File: src/sv/ota_rx_pkg.sv
// Shared types, codes and helpers for the update packet receiver.
`default_nettype none

package ota_rx_pkg;

	localparam int SECTOR_SHIFT = 12;
	localparam int SECTOR_W     = 24 - SECTOR_SHIFT;

	typedef enum logic [1:0] {
		PH_NONE   = 2'd0,
		PH_OPEN   = 2'd1,
		PH_CLOSED = 2'd2
	} phase_t;

	localparam logic [1:0] REG_BEGIN_CODE  = 2'd0;
	localparam logic [1:0] REG_END_CODE    = 2'd1;
	localparam logic [1:0] REG_DATA_CODE   = 2'd2;
	localparam logic [1:0] REG_REGION_BASE = 2'd3;

	localparam logic [7:0]  BEGIN_CODE_RST  = 8'd0;
	localparam logic [7:0]  END_CODE_RST    = 8'd1;
	localparam logic [7:0]  DATA_CODE_RST   = 8'd2;
	localparam logic [31:0] REGION_BASE_RST = 32'd0;

	// Input item, packet_kind in the lowest bits.
	typedef struct packed {
		logic [7:0]  check_byte;
		logic [63:0] payload_high;
		logic [63:0] payload_low;
		logic [23:0] addr_or_size;
		logic [7:0]  image_version;
		logic [7:0]  device_kind;
		logic [7:0]  packet_kind;
	} in_t;

	// Result item, status in the lowest bit, zero pad to 208 bits.
	typedef struct packed {
		logic [4:0]  pad;
		logic [23:0] header_size;
		logic [7:0]  header_version;
		logic        header_req;
		logic [63:0] data_high;
		logic [63:0] data_low;
		logic [31:0] write_addr;
		logic        write_req;
		logic [6:0]  erase_index;
		logic        erase_req;
		logic        status;
	} out_t;

	// Modulo-256 sum of the eight bytes of a word.
	function automatic logic [7:0] sum_bytes64(input logic [63:0] v);
		logic [7:0] s;
		s = 8'd0;
		for (int i = 0; i < 8; i++) begin
			s = s + v[8*i +: 8];
		end
		return s;
	endfunction

endpackage

`default_nettype wire

File: src/sv/ota_packet_receiver.sv
// A packet passes the input register and then the result register before its result is valid.
// One packet per cycle while the output is not stalled; an accepted END holds off input until
//   the sector map is swept to all pending, one entry per cycle through its write port.
// Reset: no session open, code registers to their defaults; a sweep then clears the sector map
//   with input held off. Configuration writes are taken at any time.
`default_nettype none

module ota_packet_receiver #(
	parameter int MAP_SECTORS = 128
) (
	input  wire logic          clk,
	input  wire logic          arst_n,
	input  wire logic          cfg_we,
	input  wire logic [1:0]    cfg_index,
	input  wire logic [31:0]   cfg_wdata,
	input  wire logic          s_axis_tvalid,
	output logic               s_axis_tready,
	// packet_kind, device_kind, image_version, addr_or_size, payload_low, payload_high,
	// check_byte
	input  wire logic [183:0]  s_axis_tdata,
	output logic               m_axis_tvalid,
	input  wire logic          m_axis_tready,
	// status, erase_req, erase_index, write_req, write_addr, data_low, data_high,
	// header_req, header_version, header_size, zero pad
	output logic [207:0]       m_axis_tdata
);

	localparam int AW = (MAP_SECTORS > 1) ? $clog2(MAP_SECTORS) : 1;
	localparam int SW1 = ota_rx_pkg::SECTOR_W + 1;
	localparam logic [AW-1:0]  LAST_ENTRY = AW'(MAP_SECTORS - 1);
	localparam logic [SW1-1:0] MAP_LIMIT  = SW1'(MAP_SECTORS);

	// configuration
	logic [7:0]  begin_code_q;
	logic [7:0]  end_code_q;
	logic [7:0]  data_code_q;
	logic [31:0] region_base_q;

	// session
	ota_rx_pkg::phase_t phase_q, phase_nx;
	logic [7:0] sess_dev_q;
	logic [7:0] sess_ver_q;

	// sector map sweep
	logic          sweep_q;
	logic [AW-1:0] sweep_addr_q;
	logic          sweep_val_q;
	logic          pend_mem [MAP_SECTORS];

	// stages
	logic              v_s1;
	ota_rx_pkg::in_t   pkt_s1;
	logic              pend_rd_s1;
	logic              clr_fwd_s1;
	logic              v_s2;
	ota_rx_pkg::out_t  res_s2;

	ota_rx_pkg::in_t   pkt_in;
	ota_rx_pkg::out_t  res_nx;
	logic [ota_rx_pkg::SECTOR_W-1:0] sec_in, sec_s1;
	logic [AW-1:0] rd_addr, clr_addr;
	logic          in_acc, s1_adv, clr_we;
	logic [7:0]    sum_s1;
	logic          chk_ok, is_begin, is_end, is_data;
	logic          begin_ok, end_ok, data_ok, in_map, erase_s1;

	assign pkt_in  = ota_rx_pkg::in_t'(s_axis_tdata);
	assign sec_in  = pkt_in.addr_or_size[23:ota_rx_pkg::SECTOR_SHIFT];
	assign rd_addr = sec_in[AW-1:0];

	assign s1_adv = v_s1 && (!v_s2 || m_axis_tready);
	// hold input while the map sweeps, while an END waits to start the sweep, and while the input register is stalled
	assign s_axis_tready = !sweep_q && (!v_s1 || (s1_adv && !end_ok));
	assign in_acc = s_axis_tvalid && s_axis_tready;

	// decode of the packet in the input register
	assign sum_s1 = pkt_s1.packet_kind + pkt_s1.device_kind + pkt_s1.image_version
		+ pkt_s1.addr_or_size[7:0] + pkt_s1.addr_or_size[15:8] + pkt_s1.addr_or_size[23:16]
		+ ota_rx_pkg::sum_bytes64(pkt_s1.payload_low)
		+ ota_rx_pkg::sum_bytes64(pkt_s1.payload_high);
	assign chk_ok   = (sum_s1 == pkt_s1.check_byte);
	assign is_begin = (pkt_s1.packet_kind == begin_code_q);
	assign is_end   = !is_begin && (pkt_s1.packet_kind == end_code_q);
	assign is_data  = !is_begin && !is_end && (pkt_s1.packet_kind == data_code_q);
	assign begin_ok = v_s1 && chk_ok && is_begin;
	assign end_ok   = v_s1 && chk_ok && is_end && (phase_q == ota_rx_pkg::PH_OPEN);
	assign data_ok  = v_s1 && chk_ok && is_data && (phase_q == ota_rx_pkg::PH_OPEN)
		&& (pkt_s1.device_kind == sess_dev_q) && (pkt_s1.image_version == sess_ver_q);

	assign sec_s1   = pkt_s1.addr_or_size[23:ota_rx_pkg::SECTOR_SHIFT];
	assign in_map   = ({1'b0, sec_s1} < MAP_LIMIT);
	assign erase_s1 = data_ok && in_map && pend_rd_s1 && !clr_fwd_s1;
	assign clr_we   = s1_adv && erase_s1;
	assign clr_addr = sec_s1[AW-1:0];

	always_comb begin
		res_nx = '0;
		res_nx.status = !(begin_ok || end_ok || data_ok);
		if (data_ok) begin
			res_nx.erase_req   = erase_s1;
			res_nx.erase_index = erase_s1 ? sec_s1[6:0] : 7'd0;
			res_nx.write_req   = 1'b1;
			res_nx.write_addr  = region_base_q + {8'd0, pkt_s1.addr_or_size};
		end
		if (data_ok || end_ok) begin
			res_nx.data_low  = pkt_s1.payload_low;
			res_nx.data_high = pkt_s1.payload_high;
		end
		if (end_ok) begin
			res_nx.header_req     = 1'b1;
			res_nx.header_version = pkt_s1.image_version;
			res_nx.header_size    = pkt_s1.addr_or_size;
		end
	end

	always_comb begin
		phase_nx = phase_q;
		if (s1_adv && begin_ok) begin
			phase_nx = ota_rx_pkg::PH_OPEN;
		end else if (s1_adv && end_ok) begin
			phase_nx = ota_rx_pkg::PH_CLOSED;
		end
	end

	always_ff @(posedge clk or negedge arst_n) begin
		if (!arst_n) begin
			phase_q    <= ota_rx_pkg::PH_NONE;
			sess_dev_q <= 8'd0;
			sess_ver_q <= 8'd0;
		end else begin
			phase_q <= phase_nx;
			if (s1_adv && (begin_ok || end_ok)) begin
				sess_dev_q <= pkt_s1.device_kind;
				sess_ver_q <= pkt_s1.image_version;
			end
		end
	end

	always_ff @(posedge clk or negedge arst_n) begin
		if (!arst_n) begin
			begin_code_q  <= ota_rx_pkg::BEGIN_CODE_RST;
			end_code_q    <= ota_rx_pkg::END_CODE_RST;
			data_code_q   <= ota_rx_pkg::DATA_CODE_RST;
			region_base_q <= ota_rx_pkg::REGION_BASE_RST;
		end else if (cfg_we) begin
			case (cfg_index)
				ota_rx_pkg::REG_BEGIN_CODE:  begin_code_q  <= cfg_wdata[7:0];
				ota_rx_pkg::REG_END_CODE:    end_code_q    <= cfg_wdata[7:0];
				ota_rx_pkg::REG_DATA_CODE:   data_code_q   <= cfg_wdata[7:0];
				ota_rx_pkg::REG_REGION_BASE: region_base_q <= cfg_wdata;
				default: ;
			endcase
		end
	end

	always_ff @(posedge clk or negedge arst_n) begin
		if (!arst_n) begin
			sweep_q      <= 1'b1;
			sweep_addr_q <= '0;
			sweep_val_q  <= 1'b0;
			v_s1         <= 1'b0;
			v_s2         <= 1'b0;
		end else begin
			if (sweep_q) begin
				sweep_addr_q <= sweep_addr_q + 1'b1;
				if (sweep_addr_q == LAST_ENTRY) begin
					sweep_q      <= 1'b0;
					sweep_addr_q <= '0;
				end
			end else if (s1_adv && end_ok) begin
				sweep_q      <= 1'b1;
				sweep_val_q  <= 1'b1;
				sweep_addr_q <= '0;
			end
			if (in_acc) begin
				v_s1 <= 1'b1;
			end else if (s1_adv) begin
				v_s1 <= 1'b0;
			end
			if (s1_adv) begin
				v_s2 <= 1'b1;
			end else if (m_axis_tready) begin
				v_s2 <= 1'b0;
			end
		end
	end

	// sector map: one write port (sweep or clear), one registered read
	always_ff @(posedge clk) begin
		if (sweep_q) begin
			pend_mem[sweep_addr_q] <= sweep_val_q;
		end else if (clr_we) begin
			pend_mem[clr_addr] <= 1'b0;
		end
		if (in_acc) begin
			pend_rd_s1 <= pend_mem[rd_addr];
			// bypass a clear of the same sector committed at this edge
			clr_fwd_s1 <= clr_we && (clr_addr == rd_addr);
		end
	end

	always_ff @(posedge clk) begin
		if (in_acc) begin
			pkt_s1 <= pkt_in;
		end
		if (s1_adv) begin
			res_s2 <= res_nx;
		end
	end

	assign m_axis_tvalid = v_s2;
	assign m_axis_tdata  = res_s2;

endmodule

`default_nettype wire

File: config.mk
export PLATFORM = sky130hd
export DESIGN_NAME = ota_packet_receiver
export DESIGN_NICKNAME = d
export VERILOG_FILES = /design/src/sv/ota_rx_pkg.sv /design/src/sv/ota_packet_receiver.sv
export SDC_FILE = /design/constraint.sdc
export NUM_CORES = 1
export LEC_CHECK = 0
export BUFFER_PORTS_ARGS = -buffer_cell sky130_fd_sc_hd__buf_4
export CELL_PAD_IN_SITES_DETAIL_PLACEMENT = 1
export CELL_PAD_IN_SITES_GLOBAL_PLACEMENT = 1
export CORE_MARGIN = 2
export CORE_UTILIZATION = 45
export DETAILED_ROUTE_END_ITERATION = 7
export GPL_TIMING_DRIVEN = 0
export PLACE_DENSITY_LB_ADDON = 0.2
export SYNTH_ARGS = -nofsm -noshare
export SYNTH_HDL_FRONTEND = slang
export SYNTH_SLANG_ARGS = --single-unit
File: constraint.sdc
create_clock -name clk -period 22.1 [get_ports clk]
set_input_delay 6.63 -clock clk [delete_from_list [all_inputs] [get_ports clk]]
set_output_delay 6.63 -clock clk [all_outputs]
set_load 0.01 [all_outputs]
== Word level (Yosys, flattened, before mapping) ==
Memory sizes are Yosys's and may differ from the RTL's. A register that Yosys moved wholly into a read port is not among the register bits.
Index checks and enable logic that the tools add are counted.
Operators by class
  reductions and logical operators: 48
  mux-type cells: 23
  bitwise gates (word level): 1
  eq/ne operators: 12
  $add $sub $neg: 23
  order comparisons: 1
Operator list (number)
  8-bit adder: 21
  8-bit == test: 6
  7-bit 2-to-1 mux: 5
  32-bit by 24-bit adder with 32-bit output: 1
  1-bit logical AND: 23
  1-bit 2-to-1 mux: 15
  12-bit by 8-bit less-than comparator with 1-bit output, second input constant: 1
  2-bit AND reduction: 6
  9-bit 2-to-1 mux: 1
  1-bit logical NOT: 8
  2-bit nonzero test: 4
  7-bit by 1-bit adder with 7-bit output, second input constant: 1
  7-bit == test: 1
  7-bit == test, second input constant: 1
  1-bit logical OR: 5
  2-bit by 1-bit == test with 1-bit output, second input constant: 2
  2-bit == test, second input constant: 2
  2-bit 2-to-1 mux: 2
  2-bit logical NOT: 1
  1-bit NOT: 1
  1-bit OR reduction: 1
Word-level totals
  RAM bits: 128
  flip-flop bits (word level): 473
  memories: 1
  input port bits: 223
  output and inout bits: 210
  word-level logic and storage cells: 139
Memory list
  pend_mem: words 128, width 1, rd ports 1, clocked after memory_dff 1, wr ports 1, line ota_packet_receiver.sv:48  | logic pend_mem [MAP_SECTORS];

== Longest topological paths before layout ==
Gate-level depths: netlist of run 1.
  depth in word-level cells: 24
  depth in mapped cells: 25
  depth with buffers taken out: 23

== Least setup slack after synthesis of run 1 ==
Ideal clock, no wire load.
  kind: in2reg
  start: input m_axis_tready
  end: memory pend_mem[0] (data pin)
  buffers on the path: 2
  data required time: 21565 ps
  stages: 8
  library setup time: 535 ps
  setup slack: 7107 ps
  data arrival time: 14458 ps
  cell sequence: nand2b_1 nand2_1 clkinv_1 and3_1 clkbuf_1 buf_1 nand2_1 and2_1
Between the ends
  longest elaborated chain between the ends: 8
Ends and longest elaborated chain
  start: declaration: line ota_packet_receiver.sv:22  | input wire logic m_axis_tready,
  1-bit logical OR: line ota_packet_receiver.sv:71  | assign s1_adv = v_s1 && (!v_s2 || m_axis_tready);
  1-bit logical AND: line ota_packet_receiver.sv:71
  net s1_adv: line ota_packet_receiver.sv:62  | logic in_acc, s1_adv, clr_we;
  1-bit logical AND: line ota_packet_receiver.sv:93  | assign clr_we = s1_adv && erase_s1;
  1-bit 2-to-1 mux: line ota_packet_receiver.sv:192  | end else if (clr_we) begin
  1-bit 2-to-1 mux: line ota_packet_receiver.sv:190  | if (sweep_q) begin
  1-bit 2-to-1 mux (not written as such): line ota_packet_receiver.sv:193  | pend_mem[clr_addr] <= 1'b0;
  1-bit OR reduction (no line)
  1-bit 2-to-1 mux (no line)
  end: declaration: line ota_packet_receiver.sv:48
The timed path passes the listed nets, and every way through them passes these cells.

== Worst setup path in the final report of run 1 ==
  start: register pkt_s1[25] (netlist bit)
  end: output s_axis_tready
Between the ends
  longest elaborated chain between the ends: 13
Ends and longest elaborated chain
  start: declaration: line ota_packet_receiver.sv:52  | ota_rx_pkg::in_t pkt_s1;
  start signal: assignment: line ota_packet_receiver.sv:204  | pkt_s1 <= pkt_in;
  8-bit adder (3 in a row): line ota_packet_receiver.sv:78  | + pkt_s1.addr_or_size[7:0] + pkt_s1.addr_or_size[15:8] + pkt_s1.addr_or_size[23:16]
  8-bit adder: line ota_packet_receiver.sv:79  | + ota_rx_pkg::sum_bytes64(pkt_s1.payload_low)
  8-bit adder: line ota_packet_receiver.sv:80  | + ota_rx_pkg::sum_bytes64(pkt_s1.payload_high);
  8-bit == test: line ota_packet_receiver.sv:81  | assign chk_ok = (sum_s1 == pkt_s1.check_byte);
  1-bit logical AND (3 in a row): line ota_packet_receiver.sv:86  | assign end_ok = v_s1 && chk_ok && is_end && (phase_q == ota_rx_pkg::PH_OPEN);
  1-bit logical NOT: line ota_packet_receiver.sv:73  | assign s_axis_tready = !sweep_q && (!v_s1 || (s1_adv && !end_ok));
  1-bit logical AND: line ota_packet_receiver.sv:73
  1-bit logical OR: line ota_packet_receiver.sv:73
  1-bit logical AND: line ota_packet_receiver.sv:73
  end: declaration: line ota_packet_receiver.sv:17  | output logic s_axis_tready,
Every way passes these cells.

==> reports/metrics.cfg, run 1 <==
[run_status]
outcome=finished clean

[floorplan]
start_util_pct=45.4
dieArea_um2=64300
die_x_um=254
rows=91
die_y_um=254
io_pins=433
core_area_um2=61700

[job]
drv_cap=0

[timing]
rsz0062_at_grt=no
clock.fmax_mhz=67.9
slew_headroom_pct=15.6
slew_viol_final=0
hold_violations=0
tns_ns=0
clock_skew_ns=0.0259
period_share_pct=66.6
setup_violations=0
worst_pin_slew_ns=1.26
period_minus_slack_ns=14.72

[cts]
cts_buffer_depth=3
clk_pin_slew_ns=0.06
numCtsBuffers=69
cts_tree=done
postCtsSetupBuffers=0
clock_latency_ns=0.62
cts.sinks=602
cts_root_buffer=clkbuf_16
htreeDepth=3
cts.repair.resized=0
ctsHoldBuffers=0

[grt]
grt_max_degree=93
grt_pass1_vias=18978
grtUsageTotal_pct=26.7
grt_pass1_wl_um=124000
grt.overflow.total=0
antenna_found_initial=15

[critical_path]
reg2reg_depth=24
critPathRequiredTime_ns=15.47
cp-end-kind=output port
timing.rr.start=pkt_s1[25]
crit_arrival_ns=8.09
start_kind=flip-flop
criticalPathCategory=flip-flop to output port
critical_path.max_fanout=5
critPathLaunch=pkt_s1[25]

[pwr]
p_leak_nw=13.5
pwr_density_cell_nw_per_um2=72.9
ir_drop_mv=0.0518

[route]
detail_route.iter0.violations=1184
drt-pass1-iter-count=5
via_per_inst=5.35
drcViolationCount=0
routedWlPerCell_um=26.6
wirelength_um=85800
drt.antenna.violating_nets=0
vias=17273

[hold_path]
min_from=region_base_q[11]
hold_path_depth=1
worstHoldPathType=flip-flop to flip-flop

[yosys]
ys_types=72
synth_top_area_cell=edfxtp_1
netlist_area_um2=28000
async_reset_ff_share_pct=14.1
synth_area_per_cell_um2=15.4
synthTopCellsByCount=edfxtp_1 (517), and2_1 (171), fa_1 (124)
seq_area_frac_synth_pct=63.0
ys.warnings.count=0
ys_seq_elements=602
synth_ff_type=edfxtp_1
synth.area.top_cells=edfxtp_1 (55%), fa_1 (8.9%), dfrtp_1 (7.3%), and2_1 (3.8%), mux4_2 (3.4%)
synth.most_common_cell=edfxtp_1
synth_top_area_share_pct=55.4
netlist_instances=1820
synth_edf_count=517

[placed_design]
place_area_um2=32500
portBuffers=427
place_congestion=0.893
dp_hpwl_um=64100

[finish]
final-seq-area_um2=17700
post-route-cell-area_um2=34700
final_util_pct=56.2
multi_input_area_um2=9590
syn2layout_area_growth_pct=23.6
fin_nets=2717
layout-drive-gt1-share_pct=30.3
nFillCells=6019

[worst max-delay path, stage by stage, from the launching register on]
cell	delay, ns
edfxtp_1	0.54
fa_1	0.58
inv_1	0.05
fa_1	0.57
fa_1	0.51
inv_1	0.05
fa_1	0.49
inv_1	0.05
fa_1	0.39
fa_1	0.51
inv_1	0.05
fa_1	0.48
ha_1	0.18
inv_1	0.07
fa_1	0.46
nand3b_1	0.20
and3_1	0.16
nor4_1	0.72
nand2_1	0.32
nor4b_1	0.40
mux2i_1	0.28
and2_1	0.25
buf_4	0.14
[area by class of cell]
type	count	area share, %
clock inverter	30	0.834
sequential	602	50.9
inverter	120	1.31
buffer	70	1.06
timing repair buffer	433	9.72
antenna	7	0.0505
clock buffer	95	5.41
tap	837	3.02
multi-input combinational	1032	27.7
[cell families (layout without fill, tap and decap cells)]
kind of cell,count (synthesis),after routing,share of synthesized area (%)
flip-flops,602,602,63.0
AND/OR/NAND/NOR,494,494,9.85
buffers and inverters,190,748,2.91
adder cells (fa/ha/maj),166,166,10.7
AO/OA/AOI/OAI,130,130,3.11
multiplexers,119,119,6.60
XOR/XNOR,118,118,3.82
other,1,12,0.0134
[power by group]
group          switching, mW  internal, mW
clock network          0.466         0.654
logic                 0.0716        0.0773
registers             0.0157          1.24
total                  0.553          1.97
[through the flow]
step,hold WS [ns],worst slack [ns],cells,total power [mW]
6_report,0.518,7.38,3226,2.53
5_1_grt,0.543,7.12,3224,2.60
4_1_cts,0.518,7.34,3219,2.55
3_5_place_dp,0.501,8.00,3094,1.43
3_3_place_gp,0.483,2.78,3088,1.42
2_1_floorplan,0.425,7.11,1824,1.36
[cell usage in the layout, fill, tap and decap left out, types with 39 or more instances in the layout]
master and count:
ha_1 42, clkbuf_16 70, nor2_1 112, mux2_2 63, and2_1 170, inv_1 119, dfrtp_1 82, fa_1 124
xor2_1 39, buf_4 434, edfxtp_1 517, clkbuf_1 45, mux4_2 42, nor3_1 53, xnor2_1 75
[state kept, by name, summed over array words and instances (netlist names), 2 cells and up]
register,count
m_axis_tdata,203
pkt_s1,177
pend_mem,128
region_base_q,32
begin_code_q,8
data_code_q,8
end_code_q,8
sess_dev_q,8
sess_ver_q,8
clr_addr,7
sweep_addr_q,7
phase_q,2
[metal layers]
metal	up-vias	track usage [%]	routed length [µm]
met5	-	0	39
met4	8	9.70	2600
li1	7576	-	-
met3	135	5.52	5880
met2	548	45.8	43400
met1	9006	33.5	33900
[final timing paths]
check / end / slack [ns]
min in group asynchronous: begin_code_q[6] / 6.25
setup / recovery: s_axis_tready / 7.38
hold reg to reg: region_base_q[11] / 0.52
max in group asynchronous: region_base_q[21] / 15.05
hold / removal: region_base_q[11] / 0.52
setup reg to reg: pkt_s1[80] / 13.38
(Power assumes the default switching activity.)
==> run 2, diff against run 1 <==
Settings changed: CORE_UTILIZATION 45 to 43.
Clock period 22.1 ns to 12 ns, I/O delays scaled along.
==> reports/metrics.cfg, run 2 (synthesis gave the netlist of run 1 again) <==
[timing]
worst_slack_ns=0.458  ; -6.92 ns
slew_headroom_pct=16.5  ; +0.92 points
clock.fmax_mhz=86.6
slew_viol_final=0  ; unchanged
hold_violations=0  ; unchanged
period_minus_slack_ns=11.54
hold_ws_ns=0.502  ; -0.0156 ns
setup_violations=0  ; unchanged
clock_skew_ns=0.0294  ; +0.00349 ns
rsz0062_at_grt=no
tns_ns=0  ; unchanged
period_share_pct=96.2
worst_pin_slew_ns=1.25  ; -0.0110 ns

[critical_path]
cpPeakStageDelay_ns=0.59  ; -0.13 ns
crit_slowest_cell=fa_1
cpMostUsedCell=fa_1
crit_arrival_ns=7.94  ; -0.15 ns
criticalPathCategory=flip-flop to output port
start_kind=flip-flop
critPathRequiredTime_ns=8.40  ; -7.07 ns
cp-end-kind=output port
critical_path.max_fanout=5  ; unchanged
path_cells=fa_1 -> inv_1 -> fa_1 -> fa_1 -> inv_1 -> fa_1 -> inv_1 -> fa_1 -> fa_1 -> inv_1 -> fa_1 -> ha_1 -> inv_1 -> fa_1 -> xor2_1 -> nand3_1 -> nor3_1 -> nand2_1 -> nor4_1 -> mux2i_1 -> and2_1 -> buf_4

[finish]
fin_nets=2716  ; -0.037%
syn2layout_area_growth_pct=24.0
mostFrequentLayoutCells=edfxtp_1 (517), buf_4 (434), and2_1 (170)
final_common_cell=edfxtp_1
largest_reg_flops=203  ; unchanged
layout-drive-gt1-share_pct=30.9  ; +0.67 points

[grt]
grtUsageTotal_pct=25.7  ; -0.99 points
grt_pass1_wl_um=125000  ; +1.4%
grt_max_degree=95  ; +2.2%
antenna_found_initial=5  ; -10
grt.overflow.total=0  ; unchanged
grt_pass1_vias=18779  ; -1.0%

[cts]
postCtsSetupBuffers=0  ; unchanged
cts_root_buffer=clkbuf_16
cts.sinks=602  ; unchanged
clock_latency_ns=0.61  ; about the same
cts_buffer_depth=3  ; unchanged
numCtsBuffers=68  ; -1.4%
clk_pin_slew_ns=0.06  ; about the same
cts_tree=done
htreeDepth=3  ; unchanged

[route]
via_per_inst=5.27  ; -1.7%
drt-pass1-iter-count=5  ; unchanged
detail_route.iter0.violations=1098  ; -7.3%
routedWlPerCell_um=26.5  ; -0.41%
drt.antenna.violating_nets=0  ; unchanged
wirelength_um=85700  ; -0.11%
vias=17039  ; -1.4%
drcViolationCount=0  ; unchanged

[pwr]
p_leak_nw=13.6  ; +0.40%
pwr_density_cell_nw_per_um2=136  ; +86%
ir_drop_mv=0.0818  ; +58%

[placed_design]
place_congestion=0.864  ; -3.2%
portBuffers=427  ; unchanged
dp_hpwl_um=64300  ; +0.22%
dp_slack_ns=0.873  ; -7.13 ns

[floorplan]
die_y_um=259  ; +2.3%
rows=93  ; +2.2%
core_area_um2=64500  ; +4.5%
io_pins=433  ; unchanged
die_x_um=259  ; +2.3%
start_util_pct=43.5  ; -1.9 points
dieArea_um2=67300  ; +4.6%

[job]
drv_cap=0  ; unchanged

[hold_path]
worstHoldPathType=flip-flop to flip-flop

[run_status]
outcome=finished clean

## run 2: area by class of cell
type                       instances  area (µm²)
fill                            6333       29700
sequential                       602       17700
multi-input combinational       1032        9600
timing repair buffer             433        3370
clock buffer                      80        1800
tap                              855        1070
inverter                         120         455
clock inverter                    42         452
buffer                            70         367
antenna                            2        5.00
## run 2: metal layers
layer / GRT usage, % / part of all wire, % / vias up / routed length (µm)
met3: 5.31 / 6.3 / 113 / 5370
met4: 7.68 / 2.4 / 6 / 2080
met2: 44.4 / 51 / 522 / 43900
li1: - / - / 7560 / -
met1: 32.6 / 40 / 8838 / 34400
met5: 0 / 0.043 / - / 37
## run 2: path summary, 6_finish.rpt
kind                       cells after the start  startpoint                 to  slack, ns
setup / recovery                              22  pkt_s1[25]      s_axis_tready       0.46
max in group asynchronous                      1      arst_n  region_base_q[21]       8.03
hold reg to reg                                1  phase_q[0]         phase_q[0]       0.50
setup reg to reg                              25  pkt_s1[25]      pend_mem[127]       3.42
min in group asynchronous                      1      arst_n      end_code_q[4]       3.24
hold / removal                                 1  phase_q[0]         phase_q[0]       0.50
## run 2: stage by stage
step                total power [mW]  instance area, µm²  utilization, %  cells
floorplan                       2.51               28100               -   1824
global placement                2.62               32300            50.2   3106
detailed placement              2.63               32500            50.4   3112
CTS                             4.76               34800            53.9   3234
global route                    4.86               34800            53.9   3235
finish                          4.72               34800            53.9   3236
## run 2: critical path, delay by kind of cell, from the launching register on
kind | cells | cell delay, ns
mux | 1 | 0.27
buf+inv | 6 | 0.41
xor+xnor | 1 | 0.15
simple gates | 5 | 1.64
flops | 1 | 0.57
fa+ha+maj | 9 | 4.28
## run 2: repair_timing
item	CTS	global route
hold endpoints to repair	0	0
resized for setup	0	1
hold buffers	0	0
setup endpoints to repair	0	1
## run 2: where the power goes
group / switching (mW) / internal (mW)
sequential: 0.0288 / 2.29
combinational: 0.131 / 0.142
clock: 0.859 / 1.27
total: 1.02 / 3.70
==> run 3, diff against run 2 <==
Settings changed: MAX_ROUTING_LAYER set to met4.
==> reports/metrics.cfg, run 3 (synthesis gave the netlist of run 1 again) <==
[placed_design]
place_area_um2=32500  ; unchanged
dp_hpwl_um=64600  ; +0.53%
portBuffers=427  ; unchanged
dp_slack_ns=0.818  ; -0.0555 ns
place_congestion=0.882  ; +2.1%

[grt]
grtUsageTotal_pct=26.3  ; +0.62 points
grt_use_met1_pct=32.3  ; -0.33 points
grt.overflow.total=0  ; unchanged
busiest_layer=met2
use_met3_pct=6.11  ; +0.80 points
grt_max_degree=117  ; +23%
antenna_found_initial=8  ; +3
grt_pass1_vias=18589  ; -1.0%
grt_use_met2_pct=42.0  ; -2.4 points
grt_pass1_wl_um=124000  ; -1.4%

[floorplan]
rows=93  ; unchanged
start_util_pct=43.5  ; unchanged
die_x_um=259  ; unchanged
core_area_um2=64500  ; unchanged
io_pins=433  ; unchanged
die_y_um=259  ; unchanged
dieArea_um2=67300  ; unchanged

[finish]
final_common_cell=edfxtp_1
mostFrequentLayoutCells=edfxtp_1 (517), buf_4 (434), and2_1 (170)
final_util_pct=53.9  ; about the same
largest_reg_flops=203  ; unchanged
fin_nets=2717  ; +0.037%
syn2layout_area_growth_pct=23.9  ; about the same
post-route-cell-area_um2=34700  ; about the same
layout-drive-gt1-share_pct=30.8  ; -0.15 points
nFillCells=6280  ; -0.84%

[hold_path]
worstHoldPathType=flip-flop to flip-flop

[timing]
tns_ns=0  ; unchanged
worst_pin_slew_ns=1.24  ; -0.00934 ns
setup_violations=0  ; unchanged
period_minus_slack_ns=11.61  ; +0.0627 ns
hold_violations=0  ; unchanged
hold_ws_ns=0.511  ; +0.00902 ns
slew_headroom_pct=16.5  ; -0.067 points
period_share_pct=96.7  ; +0.52 points
slew_viol_final=0  ; unchanged
clock.fmax_mhz=86.2  ; -0.54%
rsz0062_at_grt=no
worst_slack_ns=0.395  ; -0.0627 ns
clock_skew_ns=0.0246  ; -0.00480 ns

[cts]
clock_latency_ns=0.61  ; about the same
clk_pin_slew_ns=0.06  ; about the same
numCtsBuffers=69  ; +1.5%
cts_buffer_depth=3  ; unchanged
cts_tree=done
ctsHoldBuffers=0  ; unchanged
htreeDepth=3  ; unchanged
cts.sinks=602  ; unchanged
cts_root_buffer=clkbuf_16

[route]
drcViolationCount=0  ; unchanged
drt-pass1-iter-count=5  ; unchanged
vias=17178  ; +0.82%
wirelength_um=85600  ; -0.16%
drt.antenna.violating_nets=0  ; unchanged
routedWlPerCell_um=26.4  ; -0.44%
via_per_inst=5.29  ; +0.54%
detail_route.iter0.violations=1330  ; +21%

[critical_path]
cp-end-kind=output port
start_kind=flip-flop
critical_path.max_fanout=5  ; unchanged
crit_arrival_ns=8.01  ; +0.07 ns
criticalPathCategory=flip-flop to output port
critPathRequiredTime_ns=8.40  ; about the same

[job]
drv_cap=0  ; unchanged

[pwr]
p_leak_nw=13.5  ; -0.24%
pwr_density_cell_nw_per_um2=135  ; -0.80%
ir_drop_mv=0.0896  ; +9.5%

[run_status]
outcome=finished clean

[run 3: stage by stage]
| step | std cells | power, mW |
|---|---|---|
| after floorplan | 1824 | 2.51 |
| after global placement | 3106 | 2.62 |
| after detailed placement | 3112 | 2.63 |
| after CTS | 3236 | 4.72 |
| after global routing | 3242 | 4.82 |
| final | 3245 | 4.68 |
[run 3: repair_timing]
item                       4_1_cts  5_1_grt
setup buffers                    0        0
setup endpoints to repair        0        1
resized for setup                0        1
[run 3: final cells by class]
| type | count | area, µm² | share of cell area (%) |
|---|---|---|---|
| Sequential cell | 602 | 17700 | 50.8 |
| Multi-Input combinational cell | 1032 | 9600 | 27.6 |
| Timing Repair Buffer | 433 | 3370 | 9.70 |
| Clock buffer | 89 | 1870 | 5.39 |
| Tap cell | 855 | 1070 | 3.08 |
| Inverter | 120 | 455 | 1.31 |
| Buffer | 70 | 367 | 1.05 |
| Clock inverter | 35 | 339 | 0.976 |
| Antenna cell | 9 | 22.5 | 0.0648 |
[run 3: routing by layer]
layer	up-vias	wire length, µm
met5	-	0
met4	0	3280
met3	151	6210
met2	620	42300
met1	8844	33800
li1	7563	-
[run 3: path summary, 6_finish.rpt]
check	start	endpoint	slack, ns	cells after the start
max in group asynchronous	arst_n	sweep_addr_q[4]	7.97	1
min reg2reg	sweep_val_q	sweep_val_q	0.51	1
min	sweep_val_q	sweep_val_q	0.51	1
min in group asynchronous	arst_n	region_base_q[7]	3.26	1
max reg2reg	pkt_s1[25]	clr_fwd_s1	3.14	24
max	pkt_s1[25]	s_axis_tready	0.39	22
[run 3: power by group]
| group | leakage [nW] | total, mW | internal, mW | switching, mW |
|---|---|---|---|---|
| Sequential | 5.94 | 2.32 | 2.29 | 0.0292 |
| Combinational | 6.53 | 0.275 | 0.142 | 0.132 |
| Clock | 1.07 | 2.09 | 1.22 | 0.869 |
| Total | 13.5 | 4.68 | 3.65 | 1.03 |
[run 3: critical path, stage by stage, from the launching register on]
cell and delay (ns):
edfxtp_1 0.56, fa_1 0.60, inv_1 0.06, fa_1 0.57
fa_1 0.51, inv_1 0.05, fa_1 0.49, inv_1 0.05
fa_1 0.39, fa_1 0.53, inv_1 0.05, fa_1 0.48
ha_1 0.18, inv_1 0.08, fa_1 0.56, xor2_1 0.15
nand3_1 0.11, nor3_1 0.65, nand2_1 0.32, nor4b_1 0.36
mux2i_1 0.25, and2_1 0.25, buf_4 0.14
